[config.mk]
export PLATFORM = sky130hd
export DESIGN_NAME = rotary_half_step_speed_decoder
export DESIGN_NICKNAME = d
export VERILOG_FILES = /design/src/rhs_pkg.sv /design/src/rhs_csr.sv /design/src/rotary_half_step_speed_decoder.sv
export SDC_FILE = /design/constraint.sdc
export NUM_CORES = 1
export LEC_CHECK = 0
export BUFFER_PORTS_ARGS = -buffer_cell sky130_fd_sc_hd__buf_2
export CAP_MARGIN = 20
export CORE_UTILIZATION = 45
export CTS_BUF_LIST = sky130_fd_sc_hd__clkbuf_16
export DETAILED_ROUTE_END_ITERATION = 6
export PLACE_DENSITY = 0.76
export SLEW_MARGIN = 40
export SYNTH_ARGS = -nofsm -noshare
export SYNTH_HDL_FRONTEND = slang
export SYNTH_SLANG_ARGS = --single-unit
export TNS_END_PERCENT = 50
[constraint.sdc]
create_clock -name clock -period 3.7 [get_ports clock]
set_clock_uncertainty 0.1 [all_clocks]
set_input_delay 0.37 -clock clock [delete_from_list [all_inputs] [get_ports clock]]
set_output_delay 0.37 -clock clock [all_outputs]
set_load 0.02 [all_outputs]
[src/rhs_pkg.sv]
`default_nettype none
// ----------------------------------------------------------------------------
// rhs_pkg
// Shared types, register map and half-step phase table of the decoder.
// ----------------------------------------------------------------------------
package rhs_pkg;

   // register map
   localparam int CSR_ADDR_W = 3;
   localparam int CSR_DATA_W = 32;
   localparam logic CSR_IDX_SENSITIVITY = 1'b0;
   localparam logic [7:0] SENSITIVITY_RESET = 8'd100;

   // phase codes of the half-step sequence
   localparam logic [2:0] PH_START     = 3'd0;
   localparam logic [2:0] PH_CCW_BEGIN = 3'd1;
   localparam logic [2:0] PH_CW_BEGIN  = 3'd2;
   localparam logic [2:0] PH_START_11  = 3'd3;
   localparam logic [2:0] PH_CW_11     = 3'd4;
   localparam logic [2:0] PH_CCW_11    = 3'd5;

   typedef enum logic [1:0] {
      DIR_IDLE = 2'b00,
      DIR_CW   = 2'b01,
      DIR_CCW  = 2'b10
   } dir_type;

   typedef struct packed {
      dir_type    dir;
      logic [2:0] phase;
   } phase_entry_type;

   // next phase and emitted direction for the current phase and pin pair {a,b}
   function automatic phase_entry_type phase_next(input logic [2:0] ph,
                                                  input logic [1:0] col);
      phase_entry_type e;
      e.dir = DIR_IDLE;
      case (ph)
         PH_CCW_BEGIN: begin
            case (col)
               2'b00:   begin e.phase = PH_START_11; e.dir = DIR_CCW; end
               2'b10:   e.phase = PH_CCW_BEGIN;
               default: e.phase = PH_START;
            endcase
         end
         PH_CW_BEGIN: begin
            case (col)
               2'b00:   begin e.phase = PH_START_11; e.dir = DIR_CW; end
               2'b01:   e.phase = PH_CW_BEGIN;
               default: e.phase = PH_START;
            endcase
         end
         PH_START_11: begin
            case (col)
               2'b00:   e.phase = PH_START_11;
               2'b01:   e.phase = PH_CCW_11;
               2'b10:   e.phase = PH_CW_11;
               default: e.phase = PH_START;
            endcase
         end
         PH_CW_11: begin
            case (col)
               2'b10:   e.phase = PH_CW_11;
               2'b11:   begin e.phase = PH_START; e.dir = DIR_CW; end
               default: e.phase = PH_START_11;
            endcase
         end
         PH_CCW_11: begin
            case (col)
               2'b01:   e.phase = PH_CCW_11;
               2'b11:   begin e.phase = PH_START; e.dir = DIR_CCW; end
               default: e.phase = PH_START_11;
            endcase
         end
         default: begin
            // start state, also taken by the unused codes
            case (col)
               2'b00:   e.phase = PH_START_11;
               2'b01:   e.phase = PH_CW_BEGIN;
               2'b10:   e.phase = PH_CCW_BEGIN;
               default: e.phase = PH_START;
            endcase
         end
      endcase
      return e;
   endfunction

endpackage
`default_nettype wire

[src/rhs_csr.sv]
`default_nettype none
// ----------------------------------------------------------------------------
// rhs_csr
// APB-style register slave holding the speed sensitivity threshold.
// ----------------------------------------------------------------------------
module rhs_csr (
   input  wire logic                          clock,
   input  wire logic                          reset,
   input  wire logic                          psel,
   input  wire logic                          penable,
   input  wire logic                          pwrite,
   input  wire logic [rhs_pkg::CSR_ADDR_W-1:0] paddr,
   input  wire logic [rhs_pkg::CSR_DATA_W-1:0] pwdata,
   output logic      [rhs_pkg::CSR_DATA_W-1:0] prdata,
   output logic                               pready,
   output logic      [7:0]                    sensitivity
);
   import rhs_pkg::*;

   logic [7:0] sensitivity_ff;
   logic [7:0] sensitivity_in;
   logic       idx;

   // register index is the word address
   assign idx = paddr[CSR_ADDR_W-1];

   // take a write in the access phase
   always_comb begin
      sensitivity_in = sensitivity_ff;
      if (psel && penable && pwrite && (idx == CSR_IDX_SENSITIVITY)) begin
         sensitivity_in = pwdata[7:0];
      end
   end

   always_ff @(posedge clock) begin
      if (reset) begin
         sensitivity_ff <= SENSITIVITY_RESET;
      end else begin
         sensitivity_ff <= sensitivity_in;
      end
   end

   // read back
   always_comb begin
      prdata = '0;
      if (idx == CSR_IDX_SENSITIVITY) begin
         prdata = {{(CSR_DATA_W-8){1'b0}}, sensitivity_ff};
      end
   end

   assign pready      = 1'b1;
   assign sensitivity = sensitivity_ff;

endmodule
`default_nettype wire

[src/rotary_half_step_speed_decoder.sv]
`default_nettype none
// ----------------------------------------------------------------------------
// rotary_half_step_speed_decoder
// Half-step quadrature decoder with a three-speed step output.
//
// The req channel carries one word per pin sample: pin_a, pin_b and the
// millisecond timestamp now_ms. For every sample the rsp channel returns one
// word, step: -3..3, sign is direction (positive clockwise), magnitude the
// speed, zero when the sample completes no detent.
// A sample passes one input register, the phase table lookup with the
// interval subtract and compares, and one result register, which drives
// rsp_valid. A sample is accepted every cycle while rsp is taken; the
// phase and last-step-time registers update in the single compute stage.
// When rsp_ready is low the result register holds and one more sample can
// wait in the input register, after which req_ready drops.
// Reset sets the start phase, last step time zero and sensitivity 100, and
// empties both registers. sensitivity is written through the APB port at
// byte address 0; the user must write it only while the block is idle, and
// the block itself does not enforce this.
// ----------------------------------------------------------------------------
module rotary_half_step_speed_decoder (
   input  wire logic                           clock,
   input  wire logic                           reset,
   input  wire logic                           req_valid,
   output logic                                req_ready,
   input  wire logic                           req_pin_a,
   input  wire logic                           req_pin_b,
   input  wire logic [31:0]                    req_now_ms,
   output logic                                rsp_valid,
   input  wire logic                           rsp_ready,
   output logic signed [2:0]                   rsp_step,
   input  wire logic                           psel,
   input  wire logic                           penable,
   input  wire logic                           pwrite,
   input  wire logic [rhs_pkg::CSR_ADDR_W-1:0] paddr,
   input  wire logic [rhs_pkg::CSR_DATA_W-1:0] pwdata,
   output logic      [rhs_pkg::CSR_DATA_W-1:0] prdata,
   output logic                                pready
);
   import rhs_pkg::*;

   logic [7:0] sensitivity;

   logic        in_valid_ff;
   logic        pin_a_ff;
   logic        pin_b_ff;
   logic [31:0] now_ff;

   logic        out_valid_ff;
   logic [2:0]  step_ff;
   logic [2:0]  step_in;

   logic [2:0]  phase_ff;
   logic [2:0]  phase_in;
   logic [31:0] last_ff;
   logic [31:0] last_in;

   logic            out_adv;
   logic            fire;
   phase_entry_type entry;
   logic [31:0]     interval;
   logic [1:0]      mag;

   rhs_csr u_csr (
      .clock       (clock),
      .reset       (reset),
      .psel        (psel),
      .penable     (penable),
      .pwrite      (pwrite),
      .paddr       (paddr),
      .pwdata      (pwdata),
      .prdata      (prdata),
      .pready      (pready),
      .sensitivity (sensitivity)
   );

   // pipeline flow control
   assign out_adv   = !out_valid_ff || rsp_ready;
   assign fire      = in_valid_ff && out_adv;
   assign req_ready = !in_valid_ff || out_adv;

   // phase step, interval and speed grade
   always_comb begin
      entry    = phase_next(phase_ff, {pin_a_ff, pin_b_ff});
      interval = now_ff - last_ff;
      if (interval < {25'd0, sensitivity[7:1]}) begin
         mag = 2'd3;
      end else if (interval < {24'd0, sensitivity}) begin
         mag = 2'd2;
      end else begin
         mag = 2'd1;
      end
      phase_in = phase_ff;
      last_in  = last_ff;
      step_in  = step_ff;
      if (fire) begin
         phase_in = entry.phase;
         case (entry.dir)
            DIR_CW: begin
               step_in = {1'b0, mag};
               last_in = now_ff;
            end
            DIR_CCW: begin
               step_in = 3'd0 - {1'b0, mag};
               last_in = now_ff;
            end
            default: step_in = 3'd0;
         endcase
      end
   end

   // control state
   always_ff @(posedge clock) begin
      if (reset) begin
         in_valid_ff  <= 1'b0;
         out_valid_ff <= 1'b0;
         phase_ff     <= PH_START;
         last_ff      <= '0;
      end else begin
         if (req_ready) begin
            in_valid_ff <= req_valid;
         end
         if (out_adv) begin
            out_valid_ff <= in_valid_ff;
         end
         phase_ff <= phase_in;
         last_ff  <= last_in;
      end
   end

   // payload registers
   always_ff @(posedge clock) begin
      if (req_valid && req_ready) begin
         pin_a_ff <= req_pin_a;
         pin_b_ff <= req_pin_b;
         now_ff   <= req_now_ms;
      end
      step_ff <= step_in;
   end

   assign rsp_valid = out_valid_ff;
   assign rsp_step  = step_ff;

`ifndef SYNTHESIS
   // a held sample behind a stalled result blocks new words
   a_full_blocks: assert property (@(posedge clock) disable iff (reset)
      (in_valid_ff && out_valid_ff && !rsp_ready) |-> !req_ready)
      else $error("req_ready high with both stages full and rsp stalled");

   // last step time moves only with a nonzero step result
   a_last_on_step: assert property (@(posedge clock) disable iff (reset)
      ($past(!reset) && (last_ff != $past(last_ff))) |-> (rsp_valid && rsp_step != 3'sd0))
      else $error("last step time changed without a step");

   // magnitude never exceeds three
   a_step_range: assert property (@(posedge clock) disable iff (reset)
      rsp_valid |-> (rsp_step != 3'b100))
      else $error("step out of range");

   // the compute stage never updates state without a waiting sample
   a_phase_hold: assert property (@(posedge clock) disable iff (reset)
      !in_valid_ff |=> $stable(phase_ff))
      else $error("phase changed with no sample");
`endif

endmodule
`default_nettype wire
==> flow_summary.ini, run 1 <==
[critical_path]
crit_path_frequent_cell = a21oi_1
rrSetupSlack_ns = 0.19
path_delay_family = compound AO/OA/AOI/OAI gates
worstSetupStartpointType = flip-flop
crit_arrival_ns = 3.64
slowest_delay_ns = 0.50
end_kind = flip-flop
cp_num_buf_inv = 0
cp.required_ns = 3.83
crit_chain = ha_1, a21oi_1, o21ai_1, a2111o_1, o311ai_1, a21oi_1, or3_1, a2111oi_2, nand4_1, or4_1, nand2_1
cp_slowest_cell = or4_1
path_max_fanout = 4
path_class = flip-flop to flip-flop

[cells_and_area]
layout-drive-gt1-share_pct = 15.5
final_util_pct = 52.7
nets = 864
diodes = 0
syn2layout_area_growth_pct = 13.9

[cts]
clock_latency_ns = 0.35
clock_sinks = 82
htreeDepth = 3
hold_buffers = 0
root_buffer = clkbuf_16
cts_buffer_depth = 2
cts_made_buffers = 9
path_clk_slew_ns = 0.06
cts_tree = built

[sta]
slew_headroom_pct = 59.8
hold_violations = 0
slew_violations = 0
report.final.setup_viol = 0
post-route-min-period_ns = 3.51
min_period_over_period_pct = 94.9
tightest_slew_ns = 0.594
tns_ns = 0
finalWorstSetupSlack_ns = 0.187
fmax_mhz = 285

[power]
power_leakage_nw = 2.46
ir_worst_vdd_mv = 0.294
pwr-share-comb_pct = 18.4
swShare_pct = 27.7
p_switching_uw = 626
power.internal_mw = 1.64
pwr-share-seq_pct = 44.4
pwr_density_cell_nw_per_um2 = 356
clkPwrFrac_pct = 37.2

[die]
start_util_pct = 46.2
dieHeight_um = 113
die_x_um = 113
dieArea_um2 = 12800
rows = 40
io_pins = 114
core_area_um2 = 12100

[global_route]
grt_pass1_wl_um = 19000
grt_pass1_vias = 4226
grt_usage_pct = 18.5
grt_max_degree = 46
overflow = 0
antenna_found_initial = 1

[synthesis]
syn_area_um2 = 5580
ys_types = 62
ys_warn_count = 0
synth_top_area_share_pct = 19.9
netlist_instances = 676
async_flop_share_pct = 0
synth_top_area_cell = edfxtp_1
synth.most_common_cell = nand2_1
yosysSeqAreaShare_pct = 36.1
ys_seq_elements = 82
synth-edff-count = 37
netlist_top_cells_area = edfxtp_1, dfxtp_1, ha_1
synth_commonest_cells = nand2_1, a21oi_1, inv_1
ys.flop_type = dfxtp_1
avgSynthCellArea_um2 = 8.25

[place]
dp_slack_ns = 0.0631
gp_congestion = 0.898
port_buffers = 62
dp.final_hpwl_um = 8350

[drt]
dr.pass1.iters = 5
vias = 4733
routedWlPerCell_um = 12.4
post-route-drc-count = 0
first_iter_violations = 204
viasPerCell = 5.21
wl_um = 11300
ant_nets = 0

[flow_run]
drv_cap = 0

[worst_hold_path]
hold_class = input pin to flip-flop

[outcome]
status = complete, no violations
[worst register-to-register path: stages, from the launching register on]
cell and delay (ns):
edfxtp_1 0.40, ha_1 0.36, a21oi_1 0.18, o21ai_1 0.14
a2111o_1 0.42, o311ai_1 0.16, a21oi_1 0.15, or3_1 0.35
a2111oi_2 0.35, nand4_1 0.21, or4_1 0.50, nand2_1 0.07
[flip-flops by register name, indices dropped and copies added, names as in the netlist]
| register | count |
|---|---|
| pin_b_ff | 1 |
| pin_a_ff | 1 |
| rsp_valid | 1 |
| now_ff | 32 |
| in_valid_ff | 1 |
| phase_ff | 3 |
| rsp_step | 3 |
| last_ff | 32 |
| u_csr.sensitivity | 8 |
[kinds of logic after synthesis]
family | after synthesis | share of synthesized area [%]
flops | 82 | 36.1
other cells | 2 | 0.135
mux | 4 | 0.763
compound gates | 187 | 21.3
fa+ha+maj | 52 | 11.8
xor+xnor | 16 | 2.51
simple gates | 227 | 18.3
buf+inv | 106 | 9.06
[path summary, 6_finish.rpt]
kind                      start     endpoint  cells after the start
hold reg to reg     last_ff[25]  last_ff[25]                      2
hold / removal    req_now_ms[0]    now_ff[0]                      1
setup / recovery     now_ff[16]  rsp_step[1]                     11
setup reg to reg     now_ff[16]  rsp_step[1]                     11
[power groups by stage]
stage               clock network, mW  logic, mW  registers, mW
global route                    0.900      0.470           1.01
floorplan                           0      0.323           1.02
CTS                             0.867      0.407           1.00
detailed placement                  0      0.405           1.02
finish                          0.842      0.417           1.00
global placement                    0      0.400           1.02
[per-layer routing]
layer	vias up	wire length [µm]	GRT usage, %	part of all wire (%)
met2	109	4850	29.2	43
met4	2	174	6.67	1.5
met5	-	12	0	0.11
met1	2141	5700	24.4	51
li1	2463	-	-	-
met3	18	514	5.03	4.6
[placed cells by master (no fill, tap or decap), drive strengths merged, types with 8 or more instances in the layout]
cell,n
o21ai,30
nor2,48
nand4,12
buf,79
conb,25
nor3,9
a21o,8
o21a,9
xnor2,10
edfxtp,37
a211oi,10
o211ai,9
a21oi,78
inv,56
dfxtp,45
nand2,112
ha,51
clkbuf,10
nand2b,10
[layout make-up]
cell class | instances | area (µm²)
Fill cell | 1175 | 5710
Multi-Input combinational cell | 511 | 3210
Sequential cell | 82 | 2010
Timing Repair Buffer | 79 | 440
Clock buffer | 10 | 250
Tap cell | 168 | 210
Inverter | 53 | 199
Clock inverter | 6 | 32.5
[timing repair]
action	in CTS	in global routing
setup buffers	0	0
setup endpoints to repair	0	2
gates resized for setup	0	15
[through the flow]
stage	std cells	cell area (µm²)	power (mW)	hold slack [ns]
global route	909	6350	2.38	0.0778
floorplan	699	5660	1.34	0.336
detailed placement	893	6010	1.43	0.347
CTS	909	6290	2.28	0.0790
finish	909	6350	2.26	0.0903
global placement	893	6010	1.42	0.342
Note: power is estimated with default switching activity, not from simulation.
==> inputs of run 2 (changes only) <==
--- a/config.mk
+++ b/config.mk
@@ -10,8 +10,8 @@
 export CORE_UTILIZATION = 45
 export CTS_BUF_LIST = sky130_fd_sc_hd__clkbuf_16
 export DETAILED_ROUTE_END_ITERATION = 6
-export PLACE_DENSITY = 0.76
-export SLEW_MARGIN = 40
+export PLACE_DENSITY = 0.78
+export SLEW_MARGIN = 25
 export SYNTH_ARGS = -nofsm -noshare
 export SYNTH_HDL_FRONTEND = slang
 export SYNTH_SLANG_ARGS = --single-unit
==> constraint.sdc (replaced) <==
create_clock -name clock -period 3.1 [get_ports clock]
set_clock_uncertainty 0.1 [all_clocks]
set_input_delay 0.31 -clock clock [delete_from_list [all_inputs] [get_ports clock]]
set_output_delay 0.31 -clock clock [all_outputs]
set_load 0.02 [all_outputs]
==> run 2 against run 1 <==
Effect of this change: the run now ends with setup timing left; clock power grew 25%; sequential power increased by 20%; final cell count is 7.4% higher; via count grew 7.4%.
==> flow_summary.ini, run 2 (synthesis gave the netlist of run 1 again) <==
[sta]
tightest_slew_ns = 0.887
report.final.setup_viol = 2
min_period_over_period_pct = 107
fmax_mhz = 302
finalWorstSetupSlack_ns = -0.213
post-route-min-period_ns = 3.31
slew_headroom_pct = 40.8
slew_violations = 0
tns_ns = -0.377
rsz0062_at_grt = yes
hold_violations = 0

[critical_path]
cp_num_buf_inv = 4
reg2reg_depth = 17
path_max_fanout = 2
end_kind = flip-flop
path_delay_family = compound AO/OA/AOI/OAI gates
crit_chain = inv_1, ha_2, fa_2, nor2b_4, buf_4, o21a_1, nor2_1, xnor2_2, buf_4, buf_4, ha_1, o21a_1, o21ai_1, nand2b_1, a211o_1, o31ai_1, nand2_1
worst-path-stages = 17
crit_arrival_ns = 3.32
path_class = flip-flop to flip-flop
worstSetupStartpointType = flip-flop
slowest_delay_ns = 0.37
crit_path_frequent_cell = buf_4
cp_slowest_cell = fa_2
rrSetupSlack_ns = -0.21
cp.required_ns = 3.10
rr_endpoint = rsp_step[1]
r2r_start = now_ff[0]

[drt]
wl_um = 12700
vias = 5084
dr.pass1.iters = 5
post-route-drc-count = 0
viasPerCell = 5.21
first_iter_violations = 296
ant_nets = 0
routedWlPerCell_um = 13.0

[cells_and_area]
layout_common_cells = nand2_1, buf_4, a21oi_1
diodes = 0
final_util_pct = 57.4
fin_area_um2 = 6920
layout-drive-gt1-share_pct = 23.4
fin_cells = 976
regArea_um2 = 2010
fill_cells = 1106
multiInputGateArea_um2 = 3270
syn2layout_area_growth_pct = 24.1
nets = 931
final_common_cell = nand2_1

[cts]
cts_made_buffers = 9
clock_latency_ns = 0.35
hold_buffers = 0
clock_sinks = 82
cts_buffer_depth = 2
root_buffer = clkbuf_16
cts_tree = built
htreeDepth = 3
path_clk_slew_ns = 0.06

[die]
die_x_um = 113
io_pins = 114
dieHeight_um = 113
core_area_um2 = 12100
rows = 40
start_util_pct = 46.2
dieArea_um2 = 12800

[place]
dp.cells = 959
dp_slack_ns = -0.357
placed_cell_area_um2 = 6550
dp.final_hpwl_um = 9380
gp_congestion = 0.933
port_buffers = 62

[outcome]
violations = setup timing
status = finished with violations

[global_route]
grt_usage_pct = 20.5
overflow = 0
antenna_found_initial = 0
grt_pass1_vias = 4569
grt_pass1_wl_um = 20900
grt_max_degree = 46

[power]
power_leakage_nw = 2.80
pwr_density_cell_nw_per_um2 = 411
ir_worst_vdd_mv = 0.291

[worst_hold_path]
hold_class = input pin to flip-flop
hold_depth = 1
hold_path_end = now_ff[1]
hold_start = req_now_ms[1]

[flow_run]
drv_cap = 0
[run 2: worst max-delay path by stage]
stage	startpoint	end	slack [ns]
global route	now_ff[0]	rsp_step[1]	-0.40
global placement	now_ff[0]	rsp_step[1]	-0.23
detailed placement	now_ff[0]	rsp_step[0]	-0.36
finish	now_ff[0]	rsp_step[1]	-0.21
floorplan	now_ff[13]	rsp_step[1]	0.001
CTS	now_ff[12]	rsp_step[1]	-0.20
[run 2: worst reg2reg max path: stages, from the launching register on]
cell	delay, ns
edfxtp_1	0.35
inv_1	0.05
ha_2	0.18
fa_2	0.37
nor2b_4	0.14
buf_4	0.11
o21a_1	0.11
nor2_1	0.06
xnor2_2	0.16
buf_4	0.14
buf_4	0.12
ha_1	0.26
o21a_1	0.10
o21ai_1	0.12
nand2b_1	0.09
a211o_1	0.32
o31ai_1	0.22
nand2_1	0.07
[run 2: where the power goes]
| group | switching [mW] | internal, mW | total (mW) | leakage [nW] |
|---|---|---|---|---|
| logic | 0.330 | 0.273 | 0.602 | 1.92 |
| clock network | 0.430 | 0.616 | 1.05 | 0.151 |
| registers | 0.0259 | 1.17 | 1.20 | 0.724 |
| total | 0.786 | 2.06 | 2.85 | 2.80 |
[run 2: layout make-up]
| cell class | count | share of cell area (%) |
|---|---|---|
| well taps | 168 | 3.04 |
| flip-flops and latches | 82 | 29.1 |
| multi-input cells | 511 | 47.3 |
| clock buffers | 9 | 3.25 |
| clock inverters | 7 | 0.904 |
| inverters | 53 | 2.87 |
| repair buffers | 146 | 13.6 |
[run 2: stage by stage]
| stage | hold WS (ns) | power (mW) |
|---|---|---|
| 3_3_place_gp | 0.341 | 1.79 |
| 3_5_place_dp | 0.346 | 1.80 |
| 4_1_cts | 0.0154 | 2.86 |
| 5_1_grt | 0.0144 | 2.98 |
| 6_report | 0.0278 | 2.85 |
| 2_1_floorplan | 0.309 | 1.61 |
[run 2: repair_timing]
action / 4_1_cts / 5_1_grt
cloned: 0 / 0
setup endpoints to repair: 2 / 2
pin swaps: 6 / 5
buffers inserted: 0 / 1
resized for setup: 9 / 8
[run 2: metal layers]
layer | track usage, % | part of all wire [%] | up-vias
met2 | 33.6 | 46 | 130
met3 | 4.93 | 5.1 | 12
li1 | - | - | 2592
met5 | 0 | 0 | -
met1 | 26.7 | 47 | 2350
met4 | 6.32 | 1.4 | 0
==> inputs of run 3 (changes only) <==
--- a/config.mk
+++ b/config.mk
@@ -10,7 +10,7 @@
 export CORE_UTILIZATION = 45
 export CTS_BUF_LIST = sky130_fd_sc_hd__clkbuf_16
 export DETAILED_ROUTE_END_ITERATION = 6
-export PLACE_DENSITY = 0.78
+export PLACE_DENSITY = 0.76
 export SLEW_MARGIN = 25
 export SYNTH_ARGS = -nofsm -noshare
 export SYNTH_HDL_FRONTEND = slang
==> constraint.sdc (replaced) <==
create_clock -name clock -period 4.1 [get_ports clock]
set_clock_uncertainty 0.1 [all_clocks]
set_input_delay 0.41 -clock clock [delete_from_list [all_inputs] [get_ports clock]]
set_output_delay 0.41 -clock clock [all_outputs]
set_load 0.02 [all_outputs]
==> run 3 against run 2 <==
Effect of this change: the run now ends clean; design area decreased by 9.7%; via count shrank 6.3%; count of clock-buffer cells in the layout stayed put; die area unchanged; global-route usage shrank 1.6 points; sequential power shrank 25%; clock power shrank 24%; setup slack better by 0.47 ns; sequential share of layout area rose by 3.1 points; critical path type unchanged.
==> flow_summary.ini, run 3 (synthesis gave the netlist of run 1 again) <==
[outcome]
status = complete, no violations

[cts]
root_buffer = clkbuf_16
post_cts_resized = 0
clock_latency_ns = 0.34
hold_buffers = 0
postCtsSetupBuffers = 0
cts_tree = built
htreeDepth = 3
clock_sinks = 82
cts_buffer_depth = 2
path_clk_slew_ns = 0.06
cts_made_buffers = 9

[sta]
hold_violations = 0
fin_hold_ws_ns = 0.137
min_period_over_period_pct = 93.7
report.final.setup_viol = 0
slew_headroom_pct = 42.0
slew_violations = 0
tns_ns = 0
rsz0062_at_grt = no
post-route-min-period_ns = 3.84
fmax_mhz = 260
tightest_slew_ns = 0.870

[power]
p_switching_uw = 573
ir_worst_vdd_mv = 0.221
power_leakage_nw = 2.43
power.internal_mw = 1.50
fin_total_pwr_mw = 2.07
swShare_pct = 27.6
pwr-share-comb_pct = 17.6
clkPwrFrac_pct = 38.7
pwr_density_cell_nw_per_um2 = 332
pwr-share-seq_pct = 43.7

[global_route]
antenna_found_initial = 0
grt_max_degree = 46
grt_util_met2_pct = 29.7
use_met1_pct = 24.9
overflow = 0
grt_usage_pct = 18.8
grt_pass1_vias = 4255
grt-busiest-layer = met2
grt_pass1_wl_um = 19500
grtUsageMet3_pct = 4.82

[worst_hold_path]
hold_path_end = now_ff[20]
hold_depth = 1
hold_class = input pin to flip-flop
hold_start = req_now_ms[20]

[critical_path]
crit_path_start = now_ff[0]
path_max_fanout = 4
path_class = flip-flop to flip-flop
rr_endpoint = rsp_step[1]
end_kind = flip-flop
cp.required_ns = 4.22
reg2reg_depth = 13
worstSetupStartpointType = flip-flop
r2r_start = now_ff[0]
rrSetupSlack_ns = 0.26
crit_arrival_ns = 3.96

[drt]
dr.pass1.iters = 5
vias = 4763
wl_um = 11600
routedWlPerCell_um = 12.8
viasPerCell = 5.28
ant_nets = 0
first_iter_violations = 272
post-route-drc-count = 0

[die]
io_pins = 114
rows = 40
start_util_pct = 46.2
die_x_um = 113
dieHeight_um = 113
core_area_um2 = 12100
dieArea_um2 = 12800

[cells_and_area]
final_common_cell = nand2_1
syn2layout_area_growth_pct = 12.0
nets = 857
diodes = 0
layout_common_cells = nand2_1, a21oi_1, buf_2
layout-drive-gt1-share_pct = 13.2

[place]
port_buffers = 62
gp_congestion = 0.876
dp.final_hpwl_um = 8450

[flow_run]
drv_cap = 0
## run 3: cell types whose count changed in the layout (fill, tap and decap cells not counted), moves of 5 or more
cell     change
o21ai_1      -5
buf_4       -74
a21oi_1      +6
a21oi_2      -6
o21ai_0      +6
## run 3: cell type report
type | instances | area [µm²]
inverter | 53 | 199
tap | 168 | 210
timing repair buffer | 72 | 385
clock inverter | 7 | 68.8
multi-input combinational | 511 | 3150
clock buffer | 9 | 225
fill | 1132 | 5810
sequential | 82 | 2010
## run 3: worst max-delay path by stage
stage	to	slack (ns)
floorplan	rsp_step[1]	0.73
global placement	rsp_step[1]	0.35
detailed placement	rsp_step[1]	0.36
CTS	rsp_step[1]	0.32
global route	rsp_step[1]	0.08
finish	rsp_step[1]	0.26
## run 3: per-stage QoR
step | worst slack [ns] | cell area, µm² | utilization [%] | instances
final | 0.258 | 6250 | 51.8 | 902
after global routing | 0.0822 | 6250 | 51.8 | 902
after CTS | 0.317 | 6250 | 51.8 | 902
after detailed placement | 0.356 | 5950 | 49.4 | 886
after global placement | 0.353 | 5950 | 49.4 | 886
after floorplan | 0.727 | 5660 | - | 699
## run 3: power by group through the flow
stage | Clock, mW | Sequential [mW] | Combinational (mW)
6_report | 0.802 | 0.905 | 0.366
5_1_grt | 0.849 | 0.908 | 0.413
4_1_cts | 0.820 | 0.905 | 0.365
3_5_place_dp | 0 | 0.922 | 0.361
3_3_place_gp | 0 | 0.923 | 0.355
2_1_floorplan | 0 | 0.918 | 0.292
## run 3: critical path: stages, from the launching register on
cell and delay [ns]:
edfxtp_1 0.34, inv_1 0.05, ha_1 0.22, fa_1 0.42
nor2b_1 0.19, o2111ai_1 0.20, a21oi_1 0.31, o21ai_0 0.23
a21o_1 0.23, a211o_1 0.23, a2111oi_2 0.35, nand4_1 0.25
or4_1 0.53, nand2_1 0.08
## run 3: per-layer routing
metal  up-vias  routed length (µm)
met3        17                 550
met2       112                5030
met4         0                 215
li1       2444                   -
met5         -                   0
met1      2190                5750
